$ cat src/hdl/byte_memory_register_vm_core_assert.svh
// Assertion macros for the byte memory register interpreter core
`ifndef BYTE_MEMORY_REGISTER_VM_CORE_ASSERT_SVH
`define BYTE_MEMORY_REGISTER_VM_CORE_ASSERT_SVH
`ifndef SYNTH
`define BMVM_ASSERT_IMPL(label, clk, rst_n, ante, cons, msg) \
  label: assert property (@(posedge clk) disable iff (!rst_n) (ante) |-> (cons)) \
    else $error(msg);
`define BMVM_ASSERT_NEXT(label, clk, rst_n, ante, cons, msg) \
  label: assert property (@(posedge clk) disable iff (!rst_n) (ante) |=> (cons)) \
    else $error(msg);
`else
`define BMVM_ASSERT_IMPL(label, clk, rst_n, ante, cons, msg)
`define BMVM_ASSERT_NEXT(label, clk, rst_n, ante, cons, msg)
`endif
`endif

$ cat src/hdl/bmvm_pkg.sv
// Shared types and constants of the byte memory register interpreter core
`default_nettype none
package bmvm_pkg;
  localparam int unsigned InstrBytes = 12;
  localparam logic [7:0] OpLast = 8'd24;

  typedef enum logic [1:0] {
    FUNC_WRITE = 2'd0, FUNC_READ = 2'd1, FUNC_EXEC = 2'd2, FUNC_RESTART = 2'd3
  } func_t;

  typedef enum logic [2:0] {
    ST_RUN = 3'd0, ST_HALT = 3'd1, ST_BADOP = 3'd2, ST_BADREG = 3'd3,
    ST_BADADDR = 3'd4, ST_DIVZERO = 3'd5
  } status_t;

  typedef enum logic [4:0] {
    OP_LDB = 5'd0, OP_LDBI = 5'd1, OP_LDR = 5'd2, OP_LDRI = 5'd3, OP_ADD = 5'd4,
    OP_SUB = 5'd5, OP_MUL = 5'd6, OP_DIV = 5'd7, OP_TRP = 5'd8, OP_STB = 5'd9,
    OP_STBI = 5'd10, OP_STR = 5'd11, OP_STRI = 5'd12, OP_JMP = 5'd13,
    OP_JMR = 5'd14, OP_BNZ = 5'd15, OP_BGT = 5'd16, OP_BLT = 5'd17,
    OP_BRZ = 5'd18, OP_MOV = 5'd19, OP_LDA = 5'd20, OP_ADI = 5'd21,
    OP_AND = 5'd22, OP_OR = 5'd23, OP_CMP = 5'd24, OP_NONE = 5'd31
  } opcode_t;

  typedef enum logic [3:0] {
    S_IDLE, S_MEMOP, S_MEMWAIT, S_FETCH, S_DECODE, S_DATA, S_STORE, S_DIV,
    S_COMMIT, S_OUT
  } state_t;

  // Handshake between the sequencer and the divider
  typedef struct packed {
    logic start;
    logic busy;
  } div_ctl_t;

  // Trap codes
  localparam logic [31:0] TrapHalt = 32'd0;
  localparam logic [31:0] TrapInt = 32'd1;
  localparam logic [31:0] TrapChar = 32'd3;

  function automatic logic uses_reg1(input logic [7:0] op);
    return !(op == 8'(OP_TRP) || op == 8'(OP_JMP));
  endfunction

  function automatic logic uses_reg2(input logic [7:0] op);
    case (op)
      8'(OP_LDBI), 8'(OP_LDRI), 8'(OP_ADD), 8'(OP_SUB), 8'(OP_MUL), 8'(OP_DIV),
      8'(OP_STBI), 8'(OP_STRI), 8'(OP_MOV), 8'(OP_AND), 8'(OP_OR),
      8'(OP_CMP): return 1'b1;
      default: return 1'b0;
    endcase
  endfunction
endpackage
`default_nettype wire

$ cat src/hdl/bmvm_div.sv
// Restoring divider, one quotient bit per cycle, signed 32-bit
`default_nettype none
module bmvm_div (
  input  wire logic            clk,
  input  wire logic            rst_n,
  input  wire logic            start,
  input  wire logic [31:0]     dividend,
  input  wire logic [31:0]     divisor,
  output bmvm_pkg::div_ctl_t   ctl,
  output logic      [31:0]     quotient
);
  import bmvm_pkg::*;

  logic        busy_r, busy_nxt;
  logic [5:0]  cnt_r, cnt_nxt;
  logic [31:0] rem_r, rem_nxt, quo_r, quo_nxt, den_r, den_nxt;
  logic        neg_r, neg_nxt;
  logic [32:0] trial;

  always_comb begin
    busy_nxt = busy_r;
    cnt_nxt  = cnt_r;
    rem_nxt  = rem_r;
    quo_nxt  = quo_r;
    den_nxt  = den_r;
    neg_nxt  = neg_r;
    trial    = {rem_r, quo_r[31]} - {1'b0, den_r};
    if (start) begin
      busy_nxt = 1'b1;
      cnt_nxt  = 6'd32;
      rem_nxt  = '0;
      quo_nxt  = dividend[31] ? 32'd0 - dividend : dividend;
      den_nxt  = divisor[31] ? 32'd0 - divisor : divisor;
      neg_nxt  = dividend[31] ^ divisor[31];
    end else if (busy_r) begin
      // shift one bit in, subtract when it fits
      if (!trial[32]) begin
        rem_nxt = trial[31:0];
        quo_nxt = {quo_r[30:0], 1'b1};
      end else begin
        rem_nxt = {rem_r[30:0], quo_r[31]};
        quo_nxt = {quo_r[30:0], 1'b0};
      end
      cnt_nxt = cnt_r - 6'd1;
      if (cnt_r == 6'd1) busy_nxt = 1'b0;
    end
  end

  always_ff @(posedge clk) begin
    if (!rst_n) begin
      busy_r <= 1'b0;
      cnt_r  <= '0;
    end else begin
      busy_r <= busy_nxt;
      cnt_r  <= cnt_nxt;
    end
    rem_r <= rem_nxt;
    quo_r <= quo_nxt;
    den_r <= den_nxt;
    neg_r <= neg_nxt;
  end

  assign ctl.start = start;
  assign ctl.busy  = busy_r;
  assign quotient  = neg_r ? 32'd0 - quo_r : quo_r;
endmodule
`default_nettype wire

$ cat config.mk
export PLATFORM = sky130hd
export DESIGN_NAME = bmvm_div
export DESIGN_NICKNAME = d
export VERILOG_FILES = /design/src/hdl/byte_memory_register_vm_core_assert.svh /design/src/hdl/bmvm_pkg.sv /design/src/hdl/bmvm_div.sv
export SDC_FILE = /design/constraint.sdc
export NUM_CORES = 1
export LEC_CHECK = 0
export ABC_AREA = 0
export CORE_MARGIN = 5
export CORE_UTILIZATION = 40
export CTS_CLUSTER_SIZE = 16
export DETAILED_ROUTE_END_ITERATION = 16
export DONT_BUFFER_PORTS = 1
export PLACE_DENSITY = 0.61
export SYNTH_ARGS = -nofsm -noshare
export SYNTH_HDL_FRONTEND = slang
export SYNTH_SLANG_ARGS = --single-unit
$ cat constraint.sdc
create_clock -name clk -period 6.1 [get_ports clk]
set_input_delay 0.61 -clock clk [delete_from_list [all_inputs] [get_ports clk]]
set_output_delay 0.61 -clock clk [all_outputs]
set_load 0.05 [all_outputs]
==> metrics.txt, run 1 <==
count leader, synth nor2_1; fraction of the cycle the final worst path needs 0.7229; First DRT Iteration DRCs 349; reg2reg setup slack 2.42 ns; critical path endpoint category primary output; fillers 1,906; TNS Setup 0 ns; via count 5,964; antenna violations before repair 0; hpwl dp 12,210 um; Reg area 2734 um2; first-pass GRT wire length 27,860 um; Initial Utilization 0.4092; PostCTS Resize Cnt 0; Net Sw Power 858.3 uW; Synth area leader edfxtp_1; Finished Core Util 0.4361; Layout Cells excl Fill 1,114; hold path start divisor[0]; EDFF count, synth 65; crit-path max FO 5; most frequent cells after synthesis 86 x nor2_1, 84 x xnor2_1, 67 x a21oi_1; Setup Buffers After CTS 0; Multi-input gate area 4627 um2; Final Cell Area 8239 um2; routed wire length 16,700 um; largest net degree at the start of global routing 132; final hold violations 0; synthesized area 7731 um2; RSZ-0062 raised after global routing no; Post-DRT Antenna Nets 0; Internal Power 1.407 mW; crit path launch type register; CTS sink cnt 104; Comb power frac 0.346; Slew headroom 0.2094; post-layout min period 4.410 ns; H-Tree Level Count 3; Worst IR Drop VDD 0.1933 mV; critical path required time 5.49 ns; P_leak 3.130 nW; clk slew on worst S/H paths 0.08 ns; post-synth top area share 0.2525; area post-placement 7953 um2; CP Class reg2out; Clk pwr share 0.251; arrival time worst endpoint 3.80 ns; Power Dens Cells 275.0 nW/um2; Synth Flop Type edfxtp_1; ant diodes 0; number of I/O pins 101; Rows 50; WL per Instance 14.99 um; Sw Share 0.3788; CTS Hold Buffers Added 0; skew final 0.01168 ns; hold crit path type in2reg; routability cong. 0.8577; Max Root-Sink Buffers 2; Synth warnings 0; Root Buffer clkbuf_16; top post-synthesis cells by area edfxtp_1 25%, dfxtp_1 10%, xnor2_1 9.5%; Tot Pwr 2.266 mW; MaxCap Viol Count 0; P&R area growth vs syn 6.571%; die footprint 22,210 um2; via/cell ratio 5.354; TritonCTS clock tree built; worst reg2reg startpoint den_r[11]; number of synthesized register bits 104; status finished, final reports clean; fmax 226.8 MHz; Setup-failing EPs final 0; grt ovf 0; Reg power frac 0.403; cts bufs inserted 9; cell count after synthesis 873; Cell variety after synth 58; GRT Total Usage 0.1509; Die W 149.0 um; die extent in y 149.0 um; DR DRC count 0; Worst-Margin Slew 1.177 ns; Core Footprint 18,890 um2; Final nets 954; Seq/Total Area, Yosys 0.3535; port buffer count 0; share of cells above drive strength 1 0.04567; DRT Pass-1 Iters 5; syn_nets 978; latest clock arrival within the worst-skew pair 0.35 ns; crit path launch quo_r[0]; placed insts 1,098; synthesized area per cell 8.856 um2; FFs w/ async S/R, synth 0; vias in the first global route 5,610; Slew Viols, Final 0
==> stage by stage <==
step | hold WS, ns | worst slack (ns)
floorplan | 0.4499 | 2.193
global placement | 0.4827 | 2.089
detailed placement | 0.4924 | 2.050
CTS | 0.3304 | 1.659
global route | 0.3250 | 1.405
finish | 0.3511 | 1.690
==> critical path: stages (launching register included) <==
cell      delay, ns
edfxtp_1       0.67
inv_1          0.17
ha_1           0.21
nand2_2        0.09
or4_4          0.52
or4_4          0.51
nand2b_4       0.16
or4_4          0.46
o31ai_4        0.19
xnor2_1        0.50
==> path summary, 6_finish.rpt <==
path,end,depth (start not counted)
setup reg to reg,rem_r[23],12
setup / recovery,quotient[28],9
hold / removal,den_r[0],0
hold reg to reg,rem_r[26],2
==> area by class of cell <==
type,instances,area share
clock inverter,7,0.007441
multi-input combinational,672,0.5616
inverter,53,0.02415
sequential,104,0.3318
clock buffer,9,0.02733
tap,260,0.03948
timing repair buffer,9,0.008200
==> layout by cell type (no fill, tap or decap), drive strengths merged, types with 9 or more instances in the layout <==
| cell | n |
|---|---|
| nor3 | 12 |
| clkbuf | 9 |
| xnor2 | 84 |
| nand2 | 63 |
| xor2 | 40 |
| a21oi | 67 |
| nor2 | 86 |
| dfxtp | 39 |
| nor4 | 9 |
| edfxtp | 65 |
| nand2b | 15 |
| o21ai | 44 |
| mux2i | 29 |
| o31ai | 31 |
| inv | 57 |
| a21o | 15 |
| a211oi | 28 |
| buf | 9 |
| or4 | 19 |
| o41ai | 15 |
| ha | 37 |
==> kinds of logic (layout without fill, tap and decap cells) <==
kind of cell,after synthesis,after routing,share of synthesized area
simple gates,250,250,0.1625
xor+xnor,124,124,0.1405
buf+inv,97,78,0.04904
mux,30,30,0.03900
compound gates,230,230,0.1931
flops,104,104,0.3535
fa+ha+maj,38,38,0.06247
==> state kept, by name, indices dropped and copies added (netlist names) <==
name and cells:
den_r 32, quo_r 32, rem_r 32, cnt_r 6, busy_r 1, neg_r 1
==> routing by layer <==
metal	part of all wire	track usage
met1	0.48	0.2090
met2	0.46	0.2401
met5	0	0
met4	0.013	0.04027
met3	0.047	0.03160
==> power by group through the flow <==
stage,clock (mW),combinational (mW),sequential (mW)
after global routing,0.620,0.860,0.925
after detailed placement,0,0.783,0.929
after global placement,0,0.782,0.927
final,0.569,0.784,0.912
after floorplan,0,0.697,0.895
after CTS,0.594,0.789,0.913
Note: power is estimated with default switching activity, not from simulation.
==> run 2: changes to the inputs <==
- ABC_AREA: 0 -> 1
- PLACE_DENSITY: 0.61 -> 0.63
- clock period: 6.1 -> 3.9 ns (I/O delays scaled with it)
==> run 2 against run 1 <==
Hold slack got worse by 0.23 ns. Power rose by 43%. Clock skew fell by 0.0015 ns. Via count rose by 45%. Sequential power rose by 46%. Global-route usage rose by 4.1 points. Synthesized area rose by 20%. Cell count rose by 59%. Sequential share of layout area fell by 5.7 points. Critical endpoint is now quotient[31].
==> metrics.txt, run 2 <==
status finished, final reports clean; Hold Crit Depth 0; H-Tree Level Count 3; WP depth 11; CP Class reg2out; via count 8,655; port buffer count 0; DRT Pass-1 Iters 5; Tot Pwr 3.232 mW; hpwl dp 20,060 um; Sw Share 0.3647; largest net degree at the start of global routing 70; GRT Total Usage 0.1920; grt ovf 0; antenna violations before repair 0; share of cells above drive strength 1 0.04829; synthesized area 9244 um2; First DRT Iteration DRCs 561; skew final 0.01021 ns; P&R area growth vs syn 7.742%; most frequent cells in the layout 509 x nand2_1, 290 x inv_1, 118 x nor2_1, 98 x nand3_1, 65 x edfxtp_1; post-layout min period 3.404 ns; Slowest cell on crit path edfxtp_1; R2R depth 17; via/cell ratio 4.873; Initial Utilization 0.4071; number of I/O pins 101; most frequent cells after synthesis 509 x nand2_1, 290 x inv_1, 120 x nor2_1; CTS sink cnt 104; cts bufs inserted 9; PostCTS Resize Cnt 0; Clk pwr share 0.302; Setup-failing EPs final 0; Synth Flop Type edfxtp_1; vias in the first global route 8,457; critical path required time 3.51 ns; crit-path max FO 4; area post-placement 9647 um2; first-pass GRT wire length 41,100 um; top post-synthesis cells by area edfxtp_1 21%, nand2_1 21%, inv_1 12%; Post-DRT Antenna Nets 0; count leader, synth nand2_1; post-synth top area share 0.2112; FFs w/ async S/R, synth 0; RSZ-0062 raised after global routing no; critical path endpoint category primary output; synthesized area per cell 6.246 um2; TNS Setup 0 ns; syn_nets 1,585; EDFF count, synth 65; Setup Buffers After CTS 0; Final nets 1,591; Slew Viols, Final 0; hold slack final 0.1212 ns; Worst-Margin Slew 1.045 ns; CP Cell Sequence inv_1 -> nand3_1 -> nor2_1 -> nand3_1 -> inv_1 -> nand2_1 -> nor2_1 -> nand3_1 -> o21ai_0 -> xor2_1 -> buf_4; cell count after synthesis 1,480; fraction of the cycle the final worst path needs 0.8729; Slew headroom 0.3011; clk slew on worst S/H paths 0.08 ns; CTS Hold Buffers Added 0; Comb power frac 0.286; arrival time worst endpoint 3.01 ns; DR DRC count 0; Power Dens Cells 324.5 nW/um2; routed wire length 24,980 um; Final Cell Area 9960 um2; P_leak 5.177 nW; die extent in y 162.0 um; Internal Power 2.053 mW; Die W 162.0 um; biggest regs den_r (32), quo_r (32), rem_r (32); Core Footprint 22,710 um2; WL per Instance 14.07 um; routability cong. 0.9432; Synth area leader edfxtp_1; commonest non-fill, non-tap cell in the layout nand2_1; die footprint 26,250 um2; latest clock arrival within the worst-skew pair 0.36 ns; Reg power frac 0.412; number of synthesized register bits 104; Crit path largest cell delay 0.63 ns; Net Sw Power 1.178 mW; CP most frequent cell nand3_1; Rows 55; Root Buffer clkbuf_16; Worst IR Drop VDD 0.1808 mV; ant diodes 0; cell family with most CP delay simple AND/OR/NAND/NOR gates; MaxCap Viol Count 0; CP bufs+invs 3; fmax 293.8 MHz; TritonCTS clock tree built; Max Root-Sink Buffers 2; Cell variety after synth 41; Seq/Total Area, Yosys 0.2956; Synth warnings 0; hold crit path type in2reg; final hold violations 0; crit path launch type register
-- run 2: cell types whose count changed after synthesis, sizes merged, moves of 28 or more --
cell / change
nand2: +452
nand3: +93
inv: +241
a21oi: -44
xnor2: -52
nor2: +38
o31ai: -28
mux2i: -29
-- run 2: final timing paths --
check	end	slack (ns)	from
max	quotient[31]	0.50	quo_r[0]
min	den_r[0]	0.12	divisor[0]
max reg2reg	rem_r[15]	1.15	quo_r[31]
min reg2reg	rem_r[27]	0.48	rem_r[27]
-- run 2: power by group through the flow --
stage / Sequential, mW / Clock [mW] / Combinational [mW]
2_1_floorplan: 1.33 / 0 / 0.727
3_3_place_gp: 1.35 / 0 / 0.922
3_5_place_dp: 1.36 / 0 / 0.922
4_1_cts: 1.33 / 0.993 / 0.927
5_1_grt: 1.34 / 1.04 / 1.01
6_report: 1.33 / 0.976 / 0.926
-- run 2: routing by layer --
| metal | wire (um) | up-vias | global-route usage |
|---|---|---|---|
| met3 | 1518 | 45 | 0.04390 |
| met5 | 0 | - | 0 |
| met4 | 716 | 0 | 0.07612 |
| li1 | - | 4564 | - |
| met2 | 11720 | 208 | 0.3326 |
| met1 | 11030 | 3838 | 0.2310 |
-- run 2: cell families (layout without fill, tap and decap cells) --
group,Yosys count,in the layout,synth area share
fa+ha+maj,38,38,0.05225
flops,104,104,0.2956
compound gates,108,108,0.06267
buf+inv,329,340,0.1390
xor+xnor,90,90,0.08527
simple gates,811,811,0.3652
-- run 2: area by class of cell --
class	instances	area, um2
repair buffers	28	210.2
multi-input cells	1047	5236
fillers	2424	12750
clock buffers	9	225.2
well taps	285	356.6
clock inverters	7	87.58
inverters	296	1111
flip-flops and latches	104	2733
-- run 2: through the flow --
step / cells / utilization / worst slack [ns]
floorplan: 1480 / - / 1.169
global placement: 1760 / 0.4248 / 0.8338
detailed placement: 1760 / 0.4248 / 0.9024
CTS: 1776 / 0.4386 / 0.4965
global route: 1776 / 0.4386 / 0.3436
finish: 1776 / 0.4386 / 0.4958
==> run 3: changes to the inputs <==
- PLACE_DENSITY: 0.63 -> 0.55
- clock period: 3.9 -> 3.6 ns (I/O delays scaled with it)
==> run 3 against run 2 <==
Clock power grew 9.6%. Register-to-register slack lost 0.38 ns. Combinational power grew 11%. Largest cell class unchanged. Largest power group unchanged.
==> metrics.txt, run 3 (same netlist as run 2, synthesis figures left out) <==
Slew Viols, Final 0; clk slew on worst S/H paths 0.08 ns; critical path endpoint category primary output; hold slack final 0.09660 ns; hpwl dp 19,440 um; via/cell ratio 4.827; RSZ-0062 raised after global routing no; ant diodes 0; status finished, final reports clean; MaxCap Viol Count 0; GRT Total Usage 0.1858; Final Cell Area 9995 um2; Post-DRT Antenna Nets 0; fraction of the cycle the final worst path needs 0.8970; Final nets 1,596; Reg power frac 0.406; largest net degree at the start of global routing 70; number of I/O pins 101; most frequent cells in the layout 509 x nand2_1, 290 x inv_1, 118 x nor2_1, 98 x nand3_1, 65 x edfxtp_1; vias in the first global route 7,805; Sw Share 0.3663; Net Sw Power 1.296 mW; P_leak 5.203 nW; Root Buffer clkbuf_16; Setup Buffers After CTS 0; TritonCTS clock tree built; CTS Hold Buffers Added 0; Internal Power 2.242 mW; reg2reg setup slack 0.77 ns; via count 8,596; CP Capture Point quotient[24]; H-Tree Level Count 3; Initial Utilization 0.4071; final hold violations 0; Rows 55; Clk pwr share 0.303; grt ovf 0; DR DRC count 0; post-layout min period 3.229 ns; crit path launch quo_r[0]; hold crit path type in2reg; die extent in y 162.0 um; Max Root-Sink Buffers 2; WL per Instance 13.78 um; biggest regs den_r (32), quo_r (32), rem_r (32); routability cong. 0.9503; commonest non-fill, non-tap cell in the layout nand2_1; Power Dens Cells 354.0 nW/um2; arrival time worst endpoint 2.87 ns; Comb power frac 0.291; crit path launch type register; crit-path max FO 4; Die W 162.0 um; cts bufs inserted 9; P&R area growth vs syn 8.121%; fmax 309.7 MHz; Slew headroom 0.3106; First DRT Iteration DRCs 491; die footprint 26,250 um2; R2R depth 17; first-pass GRT wire length 39,630 um; share of cells above drive strength 1 0.05080; PostCTS Resize Cnt 0; critical path required time 3.24 ns; routed wire length 24,540 um; DRT Pass-1 Iters 5; Worst-Margin Slew 1.027 ns; CP Class reg2out; hold path start divisor[0]; Core Footprint 22,710 um2; skew final 0.01308 ns; Worst IR Drop VDD 0.1977 mV; area post-placement 9679 um2; antenna violations before repair 0; CTS sink cnt 104; TNS Setup 0 ns; Setup-failing EPs final 0; latest clock arrival within the worst-skew pair 0.36 ns; worst reg2reg startpoint quo_r[31]; R2R Path End rem_r[4]; port buffer count 0
[run 3: how the worst min path moves through the flow]
stage | to | slack [ns] | cells past startpoint
finish | den_r[0] | 0.1 | 0
global route | den_r[0] | 0.08 | 0
CTS | den_r[0] | 0.08 | 0
detailed placement | den_r[0] | 0.46 | 0
global placement | den_r[0] | 0.46 | 0
floorplan | cnt_r[5] | 0.45 | 2
[run 3: layout make-up]
cell class | count | area (um2)
timing repair buffer | 33 | 247.7
clock inverter | 6 | 86.33
tap | 285 | 356.6
multi-input combinational | 1047 | 5231
sequential | 104 | 2733
fill | 2474 | 12710
inverter | 296 | 1111
clock buffer | 10 | 229.0
[run 3: metrics by stage]
stage,setup slack (ns),instances,total power [mW],util
6_report,0.3709,1781,3.538,0.4401
3_3_place_gp,0.7915,1765,2.494,0.4262
3_5_place_dp,0.8085,1765,2.494,0.4262
2_1_floorplan,0.8991,1480,2.226,-
4_1_cts,0.3857,1781,3.582,0.4401
5_1_grt,0.06836,1781,3.730,0.4401
[run 3: worst max-delay path: stages (launching register included)]
cell      delay (ns)
edfxtp_1        0.64
inv_1           0.19
ha_1            0.18
nand3_1         0.15
nor2_1          0.17
nand2_1         0.10
nor2_1          0.20
nand4_1         0.20
o21ai_0         0.27
xor2_1          0.20
buf_4           0.22
[run 3: per-layer routing]
metal / share of wire / vias to the layer above / GRT usage
met3: 0.052 / 19 / 0.03426
met4: 0.010 / 0 / 0.03614
met1: 0.52 / 3832 / 0.2823
li1: - / 4570 / -
met2: 0.42 / 175 / 0.2763
met5: 0 / - / 0
[run 3: power groups by stage]
stage	Clock, mW	Sequential (mW)	Combinational (mW)
floorplan	0	1.44	0.788
global placement	0	1.46	1.03
detailed placement	0	1.47	1.03
CTS	1.11	1.44	1.03
global route	1.16	1.45	1.12
finish	1.07	1.44	1.03
